--- config.mk ---
export PLATFORM = sky130hd
export DESIGN_NAME = rch_ram
export DESIGN_NICKNAME = d
export VERILOG_FILES = /design/src/rtl/rch_ram.sv
export SDC_FILE = /design/constraint.sdc
export NUM_CORES = 1
export LEC_CHECK = 0
export ABC_AREA = 1
export BUFFER_PORTS_ARGS = -buffer_cell sky130_fd_sc_hd__buf_2
export CORE_ASPECT_RATIO = 1.4
export CORE_MARGIN = 2
export CORE_UTILIZATION = 40
export CTS_BUF_LIST = sky130_fd_sc_hd__clkbuf_16
export CTS_CLUSTER_DIAMETER = 200
export DETAILED_ROUTE_END_ITERATION = 7
export PLACE_DENSITY = 0.66
export SYNTH_ARGS = -nofsm -noshare
export SYNTH_HDL_FRONTEND = slang
export SYNTH_SLANG_ARGS = --single-unit
--- constraint.sdc ---
create_clock -name clk -period 1.3 [get_ports clk]
set_input_delay 0.26 -clock clk [delete_from_list [all_inputs] [get_ports clk]]
set_output_delay 0.26 -clock clk [all_outputs]
set_load 0.005 [all_outputs]
--- src/rtl/rch_ram.sv ---
module rch_ram #(
  parameter int WIDTH = 8,
  parameter int DEPTH = 16,
  localparam int AW = $clog2(DEPTH)
) (
  input  logic             clk,
  input  logic             we,
  input  logic [AW-1:0]    waddr,
  input  logic [WIDTH-1:0] wdata,
  input  logic             re,
  input  logic [AW-1:0]    raddr,
  output logic [WIDTH-1:0] rdata
);

  logic [WIDTH-1:0] mem [DEPTH];

  // read-first: a read of the entry written in the same cycle returns old data
  always_ff @(posedge clk) begin
    if (we) begin
      mem[waddr] <= wdata;
    end
    if (re) begin
      rdata <= mem[raddr];
    end
  end

endmodule

==> run_summary.xml <==
<?xml version="1.0" encoding="UTF-8"?>
<metrics>
  <group name="yosys">
    <metric name="netlist.top_cell.by_area" unit="">edfxtp_1</metric>
    <metric name="seq_area_frac_synth" unit="%">69.8</metric>
    <metric name="synth.net_count" unit="">570</metric>
    <metric name="synth_top_cells_by_area" unit="">edfxtp_1 70%, nand2_1 11%, nand3_1 8.3%</metric>
    <metric name="synth_area_per_cell" unit="µm²">10.6</metric>
    <metric name="synth.top_cell.area_share" unit="%">69.8</metric>
    <metric name="netlist_area" unit="mm²">0.00585</metric>
    <metric name="synthesis.instances" unit="">551</metric>
    <metric name="netlist_cell_types" unit="">11</metric>
    <metric name="yosysWarningCount" unit="">0</metric>
    <metric name="count_of_state_elements_after_synthesis" unit="">136</metric>
  </group>
  <group name="timing">
    <metric name="share_of_the_cycle_needed_by_the_critical_path_after_routing" unit="%">98.9</metric>
    <metric name="fmax" unit="GHz">0.778</metric>
    <metric name="timing_max_transition_violations_final" unit="">0</metric>
    <metric name="totalNegativeSetupSlack" unit="ps">0</metric>
    <metric name="fin_crit" unit="ps">1290</metric>
    <metric name="fin_worst_skew" unit="ps">6.80</metric>
    <metric name="final-setup-viol-count" unit="">0</metric>
    <metric name="rsz0062_at_grt" unit="">yes</metric>
    <metric name="whs" unit="ps">221</metric>
    <metric name="finalHoldViolCount" unit="">0</metric>
    <metric name="timing_worst_slew_pin_value" unit="ps">378</metric>
    <metric name="relSlewSlack" unit="%">74.8</metric>
    <metric name="fin_ws" unit="ps">14.6</metric>
  </group>
  <group name="critical_path">
    <metric name="timing_worst_setup_path_type" unit="">reg2out</metric>
    <metric name="critPathTopFamily" unit="">flip-flops</metric>
    <metric name="cp_slowest_stage_delay" unit="ps">450</metric>
    <metric name="critical_path_buf_inv_count" unit="">1</metric>
    <metric name="crit_chain" unit="">buf_2</metric>
    <metric name="critical_path_required" unit="ps">1040</metric>
    <metric name="worst_ep_arrival_time" unit="ps">1030</metric>
    <metric name="r2r.worst_path.cells" unit="">6</metric>
    <metric name="worst_path_max_delay_cell" unit="">edfxtp_1</metric>
    <metric name="worstPathMaxFanout" unit="">1</metric>
    <metric name="rr_endpoint" unit="">rdata[0]</metric>
    <metric name="crit-reg2reg-launch" unit="">mem[5][0]</metric>
    <metric name="timing.reg2reg.setup_slack" unit="ps">150</metric>
    <metric name="worstSetupStartpointType" unit="">flop</metric>
    <metric name="endpoint_kind" unit="">output port</metric>
  </group>
  <group name="cts">
    <metric name="cts_sinks" unit="">136</metric>
    <metric name="clock_insertion_delay_worst_skew" unit="ps">410</metric>
    <metric name="cts_inserted_buffers" unit="">17</metric>
    <metric name="post_cts_hold_buffer_count" unit="">0</metric>
    <metric name="cts.repair_timing.setup_buffer_count" unit="">0</metric>
    <metric name="tritoncts_clock_tree" unit="">built</metric>
    <metric name="cts_root_buffer" unit="">clkbuf_16</metric>
    <metric name="worst_path_clk_slew" unit="ps">60</metric>
    <metric name="cts-htree-levels" unit="">4</metric>
    <metric name="post_cts.resized_instances" unit="">0</metric>
    <metric name="cts_buffer_depth" unit="">2</metric>
  </group>
  <group name="power_and_ir_drop">
    <metric name="power.ir.vdd_worst" unit="mV">0.787</metric>
    <metric name="power_report.internal_total" unit="mW">8.17</metric>
    <metric name="power_density" unit="mW/mm²">1490</metric>
    <metric name="power.share.clock" unit="%">46.1</metric>
    <metric name="p_seq_share" unit="%">47.8</metric>
    <metric name="p_sw_share" unit="%">21.4</metric>
    <metric name="power_frac_comb" unit="%">6.1</metric>
    <metric name="p_sw" unit="mW">2.23</metric>
    <metric name="total_leakage_power" unit="nW">3.01</metric>
  </group>
  <group name="place">
    <metric name="detailedPlace.worstSlack" unit="ps">-195</metric>
    <metric name="placed_cell_area" unit="mm²">0.00636</metric>
    <metric name="dp.final_hpwl" unit="mm">8.65</metric>
    <metric name="portBuffers" unit="">26</metric>
    <metric name="gp_congestion" unit="">0.961</metric>
  </group>
  <group name="cells_and_area">
    <metric name="num_antenna_cells" unit="">0</metric>
    <metric name="area_delta_synth_final" unit="%">19.2</metric>
    <metric name="stdcell_area" unit="mm²">0.00697</metric>
    <metric name="final_util" unit="%">48.5</metric>
    <metric name="final_layout_size_suffix_gt1_share" unit="%">15.0</metric>
    <metric name="design.final.nets" unit="">625</metric>
    <metric name="final.fill_count" unit="">1218</metric>
  </group>
  <group name="min_path">
    <metric name="whs_endpoint" unit="">rdata[4]</metric>
    <metric name="hold_start" unit="">re</metric>
    <metric name="worst_hold_path_type" unit="">in2reg</metric>
    <metric name="hold_depth" unit="">1</metric>
  </group>
  <group name="floorplan">
    <metric name="die_x" unit="µm">106</metric>
    <metric name="initial_core_util" unit="%">40.7</metric>
    <metric name="pin_count" unit="">27</metric>
    <metric name="floorplan.die.height" unit="µm">147</metric>
    <metric name="design.die.area" unit="mm²">0.0156</metric>
    <metric name="coreArea" unit="mm²">0.0144</metric>
    <metric name="floorplan.rows" unit="">52</metric>
  </group>
  <group name="routing">
    <metric name="route.detailed.vias_per_inst" unit="">4.80</metric>
    <metric name="routed_wirelength" unit="mm">12.8</metric>
    <metric name="dr.first_iter.drc_count" unit="">276</metric>
    <metric name="via_count" unit="">3877</metric>
    <metric name="avgRoutedWirePerCell" unit="µm">15.9</metric>
    <metric name="final_antenna_net_count" unit="">0</metric>
    <metric name="post-route-drc-count" unit="">0</metric>
    <metric name="detail_route.first_pass.iterations" unit="">5</metric>
  </group>
  <group name="job">
    <metric name="cap_viol_max_count" unit="">0</metric>
  </group>
  <group name="global_routing">
    <metric name="antenna_found_initial" unit="">0</metric>
    <metric name="globalRouteTotalUtil" unit="%">17.8</metric>
    <metric name="grt.overflow.total" unit="">0</metric>
    <metric name="grt_first_pass_wirelength" unit="mm">20.5</metric>
    <metric name="first_global_vias" unit="">3885</metric>
    <metric name="grt_max_degree" unit="">42</metric>
  </group>
  <group name="run_status">
    <metric name="run_status" unit="">finished, final reports clean</metric>
  </group>
</metrics>
-- worst max-delay path by stage --
stage	startpoint	endpoint	slack, ps	depth (start not counted)
floorplan	waddr[3]	mem[4][0]	90	2
global placement	raddr[0]	rdata[5]	-200	7
detailed placement	raddr[0]	rdata[7]	-190	9
CTS	rdata[0]	rdata[0]	-0.4	1
global route	rdata[0]	rdata[0]	-7	1
finish	rdata[0]	rdata[0]	10	1
-- layout make-up --
class	count	area (µm²)	share of cell area [%]
Timing Repair Buffer	60	448	6.43
Sequential cell	136	4080	58.6
Inverter	102	383	5.49
Tap cell	189	236	3.39
Clock buffer	17	425	6.10
Multi-Input combinational cell	289	1210	17.4
Clock inverter	15	179	2.57
-- power by group through the flow --
stage / Sequential, mW / Clock, mW / Combinational, mW
after CTS: 4.97 / 4.87 / 0.641
after floorplan: 5.06 / 0 / 0.346
final: 4.97 / 4.79 / 0.638
after global routing: 4.98 / 5.06 / 0.709
after detailed placement: 5.06 / 0 / 0.635
after global placement: 5.06 / 0 / 0.628
-- cells by family after synthesis --
group	after synthesis	share of synthesized area (%)
DFF	136	69.8
and+or+nand+nor	289	20.8
buffers and inverters	126	9.39
-- worst register-to-register path, stage by stage, from the launching register on --
cell      delay [ps]
edfxtp_1         370
inv_1             60
nand2_1           40
nand3_1           80
nand3_1          140
nand3_1          150
nand2_1           60
-- per-layer routing --
layer | part of all wire, % | global-route usage, %
met5 | 0 | 0
met3 | 4.5 | 4.35
met1 | 39 | 20.4
met2 | 53 | 31.0
met4 | 3.4 | 8.49
-- cell usage in the layout (no fill, tap or decap) --
cell        instances
nand2_1           173
edfxtp_1          136
inv_1             100
nand3_1            97
buf_4              29
buf_2              26
nor2_1             17
clkbuf_16          17
clkinv_4            5
buf_12              5
bufinv_16           3
clkinvlp_4          3
inv_2               2
nand3b_1            2
clkinv_2            2
inv_6               1
clkinv_1            1
-- state kept, by name, indices dropped and copies added, names as in the netlist --
| name | cells |
|---|---|
| rdata | 8 |
| mem | 128 |
-- synthesized netlist by cell type --
| master | number |
|---|---|
| buf_1 | 1 |
| buf_2 | 13 |
| buf_4 | 4 |
| buf_6 | 6 |
| edfxtp_1 | 136 |
| inv_1 | 100 |
| inv_2 | 2 |
| nand2_1 | 173 |
| nand3_1 | 97 |
| nand3b_1 | 2 |
| nor2_1 | 17 |
-- per-stage QoR --
step           total power, mW  std cells
5_1_grt                   10.7        808
6_report                  10.4        808
2_1_floorplan             5.40        551
4_1_cts                   10.5        808
3_3_place_gp              5.69        776
3_5_place_dp              5.70        776
-- timing repair --
| action | in CTS | in global routing |
|---|---|---|
| endpoints found under the setup margin | 1 | 1 |
| gates cloned | 0 | 0 |
| pin swaps | 0 | 0 |
Power figures use the tool's default switching activity.
